===== config.mk =====
export PLATFORM = sky130hd
export DESIGN_NAME = polynomial_multiplier_unit
export DESIGN_NICKNAME = d
export VERILOG_FILES = /design/src/sv/pmu_pkg.sv /design/src/sv/pmu_ram.sv /design/src/sv/pmu_seq.sv /design/src/sv/pmu_mac.sv /design/src/sv/polynomial_multiplier_unit.sv
export SDC_FILE = /design/constraint.sdc
export NUM_CORES = 2
export LEC_CHECK = 0
export ABC_AREA = 1
export CORE_MARGIN = 1
export CORE_UTILIZATION = 37
export DETAILED_ROUTE_END_ITERATION = 6
export DONT_BUFFER_PORTS = 1
export GPL_ROUTABILITY_DRIVEN = 0
export GPL_TIMING_DRIVEN = 1
export RECOVER_POWER = 100
export SLEW_MARGIN = 25
export SYNTH_ARGS = -nofsm -noshare
export SYNTH_HDL_FRONTEND = slang
export SYNTH_HIERARCHICAL = 1
export SYNTH_SLANG_ARGS = --single-unit

===== constraint.sdc =====
create_clock -name clk -period 14.87 [get_ports clk]
set_clock_uncertainty 0.15 [all_clocks]
set_input_delay 2.974 -clock clk [delete_from_list [all_inputs] [get_ports clk]]
set_output_delay 2.974 -clock clk [all_outputs]
set_load 0.02 [all_outputs]

===== src/sv/pmu_pkg.sv =====
// Shared sizes, command codes, term descriptor and helper functions for the
// polynomial multiplier unit. No dependencies.
`timescale 1ns / 1ps

package pmu_pkg;

  localparam int MAX_DEGREE  = 15;
  localparam int COEFF_WIDTH = 16;
  localparam int DEPTH       = MAX_DEGREE + 1;
  localparam int ADDR_W      = $clog2(DEPTH);
  localparam int K_W         = $clog2(2 * MAX_DEGREE + 1);
  localparam int PROD_W      = 2 * COEFF_WIDTH;
  localparam int OUT_W       = 36;
  localparam int OUT_IDX_W   = 5;

  typedef enum logic [1:0] {
    CMD_LOAD_A  = 2'd0,
    CMD_LOAD_B  = 2'd1,
    CMD_COMPUTE = 2'd2
  } cmd_t;

  // One multiply-accumulate term as issued by the sequencer.
  typedef struct packed {
    logic              valid;
    logic              first;
    logic              last_term;
    logic              last_k;
    logic [K_W-1:0]    k;
    logic [ADDR_W-1:0] a_addr;
    logic [ADDR_W-1:0] b_addr;
  } term_t;

  // Degrees above MAX_DEGREE saturate to the top entry.
  function automatic logic [ADDR_W-1:0] clamp_deg(input logic [3:0] d);
    if (int'(d) > MAX_DEGREE) begin
      return ADDR_W'(MAX_DEGREE);
    end else begin
      return ADDR_W'(d);
    end
  endfunction

  function automatic logic index_in_range(input logic [3:0] d);
    return int'(d) <= MAX_DEGREE;
  endfunction

endpackage


===== src/sv/pmu_ram.sv =====
// Generic single-port-write, single-port-read RAM with a registered read.
// No dependencies.
`timescale 1ns / 1ps

module pmu_ram #(
  parameter int WIDTH = 16,
  parameter int DEPTH = 16
) (
  input  logic                     clk,
  input  logic                     we,
  input  logic [$clog2(DEPTH)-1:0] waddr,
  input  logic [WIDTH-1:0]         wdata,
  input  logic                     re,
  input  logic [$clog2(DEPTH)-1:0] raddr,
  output logic [WIDTH-1:0]         rdata
);

  logic [WIDTH-1:0] mem [DEPTH];

  always_ff @(posedge clk) begin
    if (we) begin
      mem[waddr] <= wdata;
    end
    if (re) begin
      rdata <= mem[raddr];
    end
  end

endmodule


===== src/sv/pmu_seq.sv =====
// Term sequencer: walks k over the product degrees and i over the valid
// terms of each k. Depends on pmu_pkg.
`timescale 1ns / 1ps

module pmu_seq (
  input  logic                      clk,
  input  logic                      rst_n,
  input  logic                      start,
  input  logic [3:0]                deg_a,
  input  logic [3:0]                deg_b,
  input  logic                      adv,
  output pmu_pkg::term_t            iss,
  output logic                      busy
);
  import pmu_pkg::*;

  logic              active_r, active_nxt;
  logic [K_W-1:0]    k_r, k_nxt;
  logic [ADDR_W-1:0] i_r, i_nxt;
  logic [ADDR_W-1:0] da_r, da_nxt;
  logic [ADDR_W-1:0] db_r, db_nxt;
  logic [K_W-1:0]    top_r, top_nxt;

  logic [ADDR_W-1:0] i_lo, i_hi, i_lo_next;
  logic [K_W-1:0]    k_inc;

  always_comb begin
    k_inc     = k_r + K_W'(1);
    i_lo      = (k_r > K_W'(db_r)) ? ADDR_W'(k_r - K_W'(db_r)) : '0;
    i_hi      = (k_r > K_W'(da_r)) ? da_r : ADDR_W'(k_r);
    i_lo_next = (k_inc > K_W'(db_r)) ? ADDR_W'(k_inc - K_W'(db_r)) : '0;
  end

  always_comb begin
    iss.valid     = active_r;
    iss.first     = (i_r == i_lo);
    iss.last_term = (i_r == i_hi);
    iss.last_k    = (k_r == top_r);
    iss.k         = k_r;
    iss.a_addr    = i_r;
    iss.b_addr    = ADDR_W'(k_r - K_W'(i_r));
  end

  always_comb begin
    active_nxt = active_r;
    k_nxt      = k_r;
    i_nxt      = i_r;
    da_nxt     = da_r;
    db_nxt     = db_r;
    top_nxt    = top_r;
    if (start) begin
      active_nxt = 1'b1;
      k_nxt      = '0;
      i_nxt      = '0;
      da_nxt     = clamp_deg(deg_a);
      db_nxt     = clamp_deg(deg_b);
      top_nxt    = K_W'(clamp_deg(deg_a)) + K_W'(clamp_deg(deg_b));
    end else if (active_r && adv) begin
      if (i_r == i_hi) begin
        if (k_r == top_r) begin
          active_nxt = 1'b0;
        end else begin
          k_nxt = k_inc;
          i_nxt = i_lo_next;
        end
      end else begin
        i_nxt = i_r + ADDR_W'(1);
      end
    end
  end

  always_ff @(posedge clk) begin
    if (!rst_n) begin
      active_r <= 1'b0;
    end else begin
      active_r <= active_nxt;
    end
    k_r   <= k_nxt;
    i_r   <= i_nxt;
    da_r  <= da_nxt;
    db_r  <= db_nxt;
    top_r <= top_nxt;
  end

  assign busy = active_r;

endmodule


===== src/sv/pmu_mac.sv =====
// Multiply-accumulate pipeline behind the coefficient RAMs, ending in the
// result output register. Depends on pmu_pkg.
`timescale 1ns / 1ps

module pmu_mac (
  input  logic                              clk,
  input  logic                              rst_n,
  input  pmu_pkg::term_t                    iss,
  input  logic                              iss_va,
  input  logic                              iss_vb,
  input  logic [pmu_pkg::COEFF_WIDTH-1:0]   a_data,
  input  logic [pmu_pkg::COEFF_WIDTH-1:0]   b_data,
  input  logic                              out_stall,
  output logic                              adv,
  output logic                              busy,
  output logic                              out_valid,
  output logic [pmu_pkg::OUT_IDX_W-1:0]     out_index,
  output logic signed [pmu_pkg::OUT_W-1:0]  out_coeff,
  output logic                              out_last
);
  import pmu_pkg::*;

  term_t                     s1_r, s2_r;
  logic                      s1_va_r, s1_vb_r;
  logic signed [PROD_W-1:0]  prod_r;
  logic signed [OUT_W-1:0]   acc_r, acc_sum;
  logic signed [COEFF_WIDTH-1:0] a_op, b_op;
  logic                      out_valid_r;
  logic [OUT_IDX_W-1:0]      out_index_r;
  logic signed [OUT_W-1:0]   out_coeff_r;
  logic                      out_last_r;

  // The whole pipeline freezes while a result waits on a stalled receiver.
  assign adv = !(out_valid_r && out_stall);

  // Entries never loaded since reset read as zero.
  assign a_op = s1_va_r ? signed'(a_data) : '0;
  assign b_op = s1_vb_r ? signed'(b_data) : '0;

  assign acc_sum = (s2_r.first ? '0 : acc_r) + OUT_W'(prod_r);

  always_ff @(posedge clk) begin
    if (!rst_n) begin
      s1_r.valid  <= 1'b0;
      s2_r.valid  <= 1'b0;
      out_valid_r <= 1'b0;
    end else if (adv) begin
      s1_r.valid  <= iss.valid;
      s2_r.valid  <= s1_r.valid;
      if (s2_r.valid && s2_r.last_term) begin
        out_valid_r <= 1'b1;
      end else begin
        out_valid_r <= 1'b0;
      end
    end
    if (adv) begin
      s1_r.first     <= iss.first;
      s1_r.last_term <= iss.last_term;
      s1_r.last_k    <= iss.last_k;
      s1_r.k         <= iss.k;
      s1_r.a_addr    <= iss.a_addr;
      s1_r.b_addr    <= iss.b_addr;
      s1_va_r        <= iss_va;
      s1_vb_r        <= iss_vb;
      s2_r.first     <= s1_r.first;
      s2_r.last_term <= s1_r.last_term;
      s2_r.last_k    <= s1_r.last_k;
      s2_r.k         <= s1_r.k;
      s2_r.a_addr    <= s1_r.a_addr;
      s2_r.b_addr    <= s1_r.b_addr;
      prod_r         <= a_op * b_op;
      if (s2_r.valid) begin
        acc_r <= acc_sum;
        if (s2_r.last_term) begin
          out_index_r <= OUT_IDX_W'(s2_r.k);
          out_coeff_r <= acc_sum;
          out_last_r  <= s2_r.last_k;
        end
      end
    end
  end

  assign busy      = s1_r.valid || s2_r.valid;
  assign out_valid = out_valid_r;
  assign out_index = out_index_r;
  assign out_coeff = out_coeff_r;
  assign out_last  = out_last_r;

endmodule


===== src/sv/polynomial_multiplier_unit.sv =====
// Top level of the polynomial multiplier unit: coefficient stores, valid
// bits, sequencer and MAC pipeline. Depends on pmu_pkg, pmu_ram, pmu_seq, pmu_mac.
`timescale 1ns / 1ps

// How to use this block:
// The input channel (in_valid / in_stall) carries three kinds of item. A load
// of A or B writes one signed Q8.8 coefficient at in_index; while no product
// is in progress, loads stream at one transfer per cycle. A load at an index past the
// store is dropped, as is the unused command code.
// A compute item starts a product of degrees in_deg_a and in_deg_b (each
// saturated to the store size). The result channel (out_valid / out_stall)
// then delivers coefficients 0 to deg_a+deg_b in order, each a full-precision
// Q20.16 sum, with out_last set on the highest one.
// Without receiver stalls, one term issues per cycle through the single
// multiplier, and each term passes three register stages (RAM read, multiply,
// accumulate into the output register), so the last coefficient reaches the
// output register once all (deg_a+1)*(deg_b+1) terms have passed. in_stall
// stays high from the accepted compute until every term has left the
// multiplier pipeline.
// When the receiver stalls, the output register holds its result and the
// whole sequencer and MAC pipeline freeze in place, so no result is lost.
// Reset clears all control state and the per-entry valid bits, so both
// coefficient stores read as zero until loaded.
module polynomial_multiplier_unit (
  input  logic                              clk,
  input  logic                              rst_n,
  input  logic                              in_valid,
  output logic                              in_stall,
  input  logic [1:0]                        in_cmd,
  input  logic [3:0]                        in_index,
  input  logic signed [15:0]                in_coeff,
  input  logic [3:0]                        in_deg_a,
  input  logic [3:0]                        in_deg_b,
  output logic                              out_valid,
  input  logic                              out_stall,
  output logic [pmu_pkg::OUT_IDX_W-1:0]     out_index,
  output logic signed [pmu_pkg::OUT_W-1:0]  out_coeff,
  output logic                              out_last
);
  import pmu_pkg::*;

  logic                   in_xfer;
  logic                   load_a, load_b, start;
  logic [ADDR_W-1:0]      waddr;
  logic [COEFF_WIDTH-1:0] wdata;
  logic [DEPTH-1:0]       va_r, va_nxt;
  logic [DEPTH-1:0]       vb_r, vb_nxt;
  logic [COEFF_WIDTH-1:0] a_data, b_data;
  term_t                  iss;
  logic                   adv, seq_busy, mac_busy;

  assign in_xfer = in_valid && !in_stall;
  assign load_a  = in_xfer && (in_cmd == CMD_LOAD_A) && index_in_range(in_index);
  assign load_b  = in_xfer && (in_cmd == CMD_LOAD_B) && index_in_range(in_index);
  assign start   = in_xfer && (in_cmd == CMD_COMPUTE);
  assign waddr   = ADDR_W'(in_index);
  assign wdata   = COEFF_WIDTH'(in_coeff);

  // New items wait until the current product has drained the pipeline, so a
  // load can never overwrite an entry that a term still has to read.
  assign in_stall = seq_busy || mac_busy;

  always_comb begin
    va_nxt = va_r;
    vb_nxt = vb_r;
    if (load_a) begin
      va_nxt[waddr] = 1'b1;
    end
    if (load_b) begin
      vb_nxt[waddr] = 1'b1;
    end
  end

  always_ff @(posedge clk) begin
    if (!rst_n) begin
      va_r <= '0;
      vb_r <= '0;
    end else begin
      va_r <= va_nxt;
      vb_r <= vb_nxt;
    end
  end

  pmu_ram #(.WIDTH(COEFF_WIDTH), .DEPTH(DEPTH)) u_a_ram (
    .clk   (clk),
    .we    (load_a),
    .waddr (waddr),
    .wdata (wdata),
    .re    (adv),
    .raddr (iss.a_addr),
    .rdata (a_data)
  );

  pmu_ram #(.WIDTH(COEFF_WIDTH), .DEPTH(DEPTH)) u_b_ram (
    .clk   (clk),
    .we    (load_b),
    .waddr (waddr),
    .wdata (wdata),
    .re    (adv),
    .raddr (iss.b_addr),
    .rdata (b_data)
  );

  pmu_seq u_seq (
    .clk   (clk),
    .rst_n (rst_n),
    .start (start),
    .deg_a (in_deg_a),
    .deg_b (in_deg_b),
    .adv   (adv),
    .iss   (iss),
    .busy  (seq_busy)
  );

  pmu_mac u_mac (
    .clk       (clk),
    .rst_n     (rst_n),
    .iss       (iss),
    .iss_va    (va_r[iss.a_addr]),
    .iss_vb    (vb_r[iss.b_addr]),
    .a_data    (a_data),
    .b_data    (b_data),
    .out_stall (out_stall),
    .adv       (adv),
    .busy      (mac_busy),
    .out_valid (out_valid),
    .out_index (out_index),
    .out_coeff (out_coeff),
    .out_last  (out_last)
  );

  // A compute transfer must block the input channel on the next cycle.
  a_compute_blocks: assert property (@(posedge clk) disable iff (!rst_n)
    start |=> in_stall)
    else $error("input not blocked after compute transfer");

  // While a non-final coefficient is pending, later terms are still in flight.
  a_more_terms: assert property (@(posedge clk) disable iff (!rst_n)
    (out_valid && !out_last) |-> in_stall)
    else $error("non-final result with no work left");

  // After the final coefficient transfers, no result follows immediately.
  a_last_ends: assert property (@(posedge clk) disable iff (!rst_n)
    (out_valid && out_last && !out_stall) |=> !out_valid)
    else $error("result right after final coefficient");

endmodule

# Word-level counts from Yosys, hierarchy flattened

Memory sizes are Yosys's and may differ from the RTL's. A register that Yosys moved wholly into a read port is not among the register bits.
Cells that the tools add are included.

Equality and inequality tests: 6
Divide/modulo/power cells: 0
Multipliers: 1
Muxes and demuxes: 25
Bitwise gates (word level): 4
Shifts and indexed selects: 0
$add $sub $neg: 7
Reductions and logical operators: 23
Order comparisons: 7

Operators with widths:

| cell                  | number |
|---|---|
| $add A36 B36 Y36      | 1 |
| $mux W36              | 1 |
| $mul A16 B16 Y32      | 1 |
| $mux W16              | 2 |
| $or A16 B16 Y16       | 2 |
| $mux W4               | 7 |
| $gt A5 B4 Y1          | 3 |
| $lt A4 B5 Y1 const B  | 3 |
| $mux W1               | 12 |
| $sub A4 B4 Y4         | 3 |
| $reduce_and A3 Y1     | 3 |
| $bmux W1 S4           | 2 |
| $eq A4 B4 Y1          | 2 |
| $logic_and A1 B1 Y1   | 8 |
| $reduce_bool A2 Y1    | 3 |
| $add A4 B4 Y5         | 1 |
| $add A5 B1 Y5 const B | 1 |
| $eq A5 B5 Y1          | 1 |
| $add A4 B1 Y4 const B | 1 |
| $demux W1 S4          | 1 |
| $ge A4 B1 Y1 const B  | 1 |
| $logic_not A1 Y1      | 4 |
| $reduce_and A2 Y1     | 2 |
| $eq A2 B1 Y1 const B  | 1 |
| 5 further kinds       | 7 |

Memories: 2
Bits in writable memories: 512
Word-level logic and storage cells: 101
Register bits after elaboration: 186
Input bits: 34
Output and inout bits: 44
Bits in read-only memories: 0
Bits in latches: 0

Memories:

| name        | words | width | read ports | clocked after memory_dff | write ports | line          | text |
|---|---|---|---|---|---|---|---|
| u_a_ram.mem | 16    | 16    | 1          | 1                        | 1           | pmu_ram.sv:18 | `logic [WIDTH-1:0] mem [DEPTH];` |
| u_b_ram.mem | 16    | 16    | 1          | 1                        | 1           | pmu_ram.sv:18 |  |

# Longest topological paths before layout

Depth in word-level cells: 7
Gate-level depth with buffers: 29
Gate-level depth less buffers: 26

# By module

The synthesis kept the hierarchy.

Modules (own cells, without submodules):

| module                     | area each (um^2) | cells each | sequential area each (um^2) | times used |
|---|---|---|---|---|
| pmu_ram                    | 11541.1          | 1074       | 8167.8                      | 2 |
| pmu_mac                    | 17450.5          | 2151       | 3903.7                      | 1 |
| pmu_seq                    | 2043.2           | 247        | 590.6                       | 1 |
| polynomial_multiplier_unit | 1620.3           | 243        | 640.6                       | 1 |

# Worst setup path before layout

OpenSTA, ideal clock, no wires.

Path type: input to register
Start point: in out_stall
End point: reg u_mac.out_coeff_r[0] (netlist: u_mac/out_coeff[0]) (enable)
Path slack: 7.260 ns
Setup time: 0.441 ns
Buffers on the path: 0
Arrival: 7.018 ns
Data required time: 14.279 ns
Cell stages on the path: 3
Cells stage by stage: nand2_1 inv_1 nor2_1

Cells in the longest elaborated chain, start to end: 3

Ends and longest elaborated chain:

| element                            | line                             | text |
|---|---|---|
| from (decl)                        | polynomial_multiplier_unit.sv:35 | `input logic out_stall,` |
| $logic_and A1 B1 Y1                | pmu_mac.sv:34                    | `assign adv = !(out_valid_r && out_stall);` |
| $not A1 Y1 (no source line)        | -                                |  |
| $reduce_and A3 Y1 (no source line) | -                                |  |
| to (signal assigned)               | pmu_mac.sv:76                    | `out_coeff_r <= acc_sum;` |
| to (decl)                          | pmu_mac.sv:30                    | `logic signed [OUT_W-1:0] out_coeff_r;` |

Every way passes these cells.
A chain may end at the register's enable or synchronous reset.

==> run summary <==
status = finished with violations
violated checks = DRC, capacitance limit, slew limit
I/O Buffers = 0
Via-to-Cell Ratio = 4.859
Tot GR Track Use = 0.1855
TritonRoute pass-1 iters = 7
Worst EP arrival = 7.68 ns
WL final = 112.0 mm
EDFF count, synth = 685
wire per inst = 17.51 um
FP Rows = 126
Syn Nets = 5228
DRT antenna net count = 0
Fmax achieved = 134.0 MHz
initial DRC count = 2592
Finished Cell Area = 48140 um^2
crit path capture type = flop
Clock Sinks = 730
top cell type's share of synthesized area = 0.4654
min cycle time layout = 7.460 ns
Initial Utilization = 0.3738
core area = 118200 um^2
Die X = 347.6 um
# Post-CTS Setup Buffers = 0
clock slew at reported path FFs = 0.06 ns
commonest non-fill, non-tap cell in the layout = nand2_1
top cells by area, synth = edfxtp_1 47%, fa_1 12%, nand2_1 11%
Post-synth top flop = edfxtp_1
drt drc = 1
Syn Inst Count = 4789
VDD IR max = 0.1185 mV
cell taking the most area after synthesis = edfxtp_1
r2r setup slk = 7.41 ns
mapped cell area = 44200 um^2
final worst-path cycle share = 0.5017
Seq/Total Area, Yosys = 0.4858
maximum clock path buffer count = 3
largest net degree at the start of global routing = 96
Max-cap violations = 10
DP HPWL = 76.38 mm
setup violators final = 0
Hold Vio Cnt, Final = 0
Slew Limit Fails = 434
CTS Buf Count = 81
share of cells above drive strength 1 = 0.04465
Hold Buf Count CTS = 0
Mapped Avg Cell Area = 9.229 um^2
Req. time, crit path = 15.09 ns
final layout net count = 5232
global route overflow = 0
CTS tree = yes
Area growth, synth to finish = 8.932%
Die H = 347.6 um
Power Density = 197.8 nW/um^2
Least-Margin Pin Slew = 3.922 ns
Ports = 78
Yosys cell types = 52
Resize count post-CTS = 0
Hold WC Path Type = flop to flop
CTS root buffer = clkbuf_16
Worst-Skew Late Latency = 0.67 ns
Max FO, Critical Path = 49
RSZ-0062 raised after global routing = false
vias in the first global route = 30540
most frequent cells in the layout = 1326 x nand2_1, 1012 x inv_1, 685 x edfxtp_1, 516 x nand3_1, 330 x nor2_1
first-pass GRT wire length = 173.9 mm
GR peak layer = met2
P_leak = 21.89 nW
met1 global-route usage = 0.2422
Antenna Diode Count = 0
Setup CP Type = flop to flop
vias = 31080
synthesized flop and latch total = 730
Final TNS setup = 0 ns
GR Layer Usage met3 = 0.03190
met2 Use GR = 0.3097
number of synthesis warnings = 6
asr flop ratio synth = 0
Max-slew headroom = -1.615
H-tree levels = 3
full die area = 120800 um^2
DP Area = 45830 um^2
Startpoint Class = flop
initial antenna violation count = 1
[metrics by stage]
step	setup slack (ns)	hold slack, ns	power, W	utilization	instances
finish	7.410	0.2667	0.009524	0.4072	6396
global route	6.937	0.2718	0.01030	0.4072	6396
CTS	7.940	0.2664	0.009572	0.4097	6395
detailed placement	7.950	0.2545	0.007602	0.3876	6245
global placement	8.064	0.2526	0.007534	0.3874	6244
floorplan	7.260	0.2503	0.006196	-	4789
[flip-flops by register name, summed over array words and instances, names as in the netlist]
register and count:
u_mac/out_last 1, u_mac/out_index 5, u_a_ram/rdata 16, u_mac/acc_r 36, va_r 16, u_mac/s1_va_r 1
u_seq/db_r 4, u_mac/prod_r 32, u_b_ram/mem 256, u_b_ram/rdata 16, vb_r 16, u_mac/s2_r 9
u_seq/da_r 4, u_seq/top_r 5, u_a_ram/mem 256, u_seq/i_r 4, u_seq/k_r 5, u_seq/busy 1
u_mac/s1_r 9, u_mac/out_coeff 36, u_mac/s1_vb_r 1, u_mac/out_valid 1
[per-layer routing]
metal  wire length, um  share of wire  up-vias
met5                 6       0.000054        -
met4              3719          0.033        2
met3              6949          0.062      220
met2             53000           0.47      957
met1             48300           0.43    14970
li1                  -              -    14930
[power breakdown]
part	leakage [nW]	switching, W	total (W)	internal (W)
clock network	1.29	0.000847	0.00195	0.00110
registers	6.72	0.000102	0.00264	0.00254
logic	13.9	0.00338	0.00494	0.00156
total	21.9	0.00432	0.00952	0.00520
[layout make-up]
cell class	instances	area (um^2)
Clock buffer	99	2115
Fill cell	11540	70090
Timing Repair Buffer	55	259.0
Tap cell	1536	1922
Sequential cell	730	21470
Inverter	1042	3933
Clock inverter	51	500.5
Multi-Input combinational cell	2883	17940
[Yosys cell counts (20+ instances only)]
| cell | n |
|---|---|
| xor2_1 | 43 |
| buf_4 | 37 |
| fa_1 | 267 |
| nor2_1 | 329 |
| nand3_1 | 512 |
| clkbuf_1 | 38 |
| nor3_1 | 21 |
| edfxtp_1 | 685 |
| o21ai_0 | 26 |
| inv_1 | 1014 |
| a21oi_1 | 84 |
| nand2_2 | 26 |
| ha_1 | 138 |
| dfxtp_1 | 45 |
| nand2_1 | 1319 |
| nand4_1 | 20 |
| buf_2 | 48 |
[worst paths after layout]
check | start | endpoint | cells past startpoint
setup / recovery | u_seq/i_r[0] | u_mac/s1_vb_r | 10
hold / removal | u_mac/s2_r[9] | u_mac/out_index[1] | 0
setup reg to reg | u_seq/i_r[0] | u_mac/s1_vb_r | 10
hold reg to reg | u_mac/s2_r[9] | u_mac/out_index[1] | 0
[worst max-delay path, cell delays in order, from the launching register on]
cell and delay (ns):
dfxtp_1 1.65, ha_1 0.39, fa_1 0.43, clkinv_1 0.05, clkbuf_1 1.11, clkbuf_1 2.28
inv_1 0.42, nand3_1 0.24, nand3_1 0.10, nand3_1 0.11, nand2_1 0.17
[cell families after synthesis]
group	share of synthesized area
buf+inv	0.1062
xor+xnor	0.01050
simple gates	0.2178
compound gates	0.01968
flops	0.4858
fa+ha+maj	0.1600
Note: power is estimated with default switching activity, not from simulation.
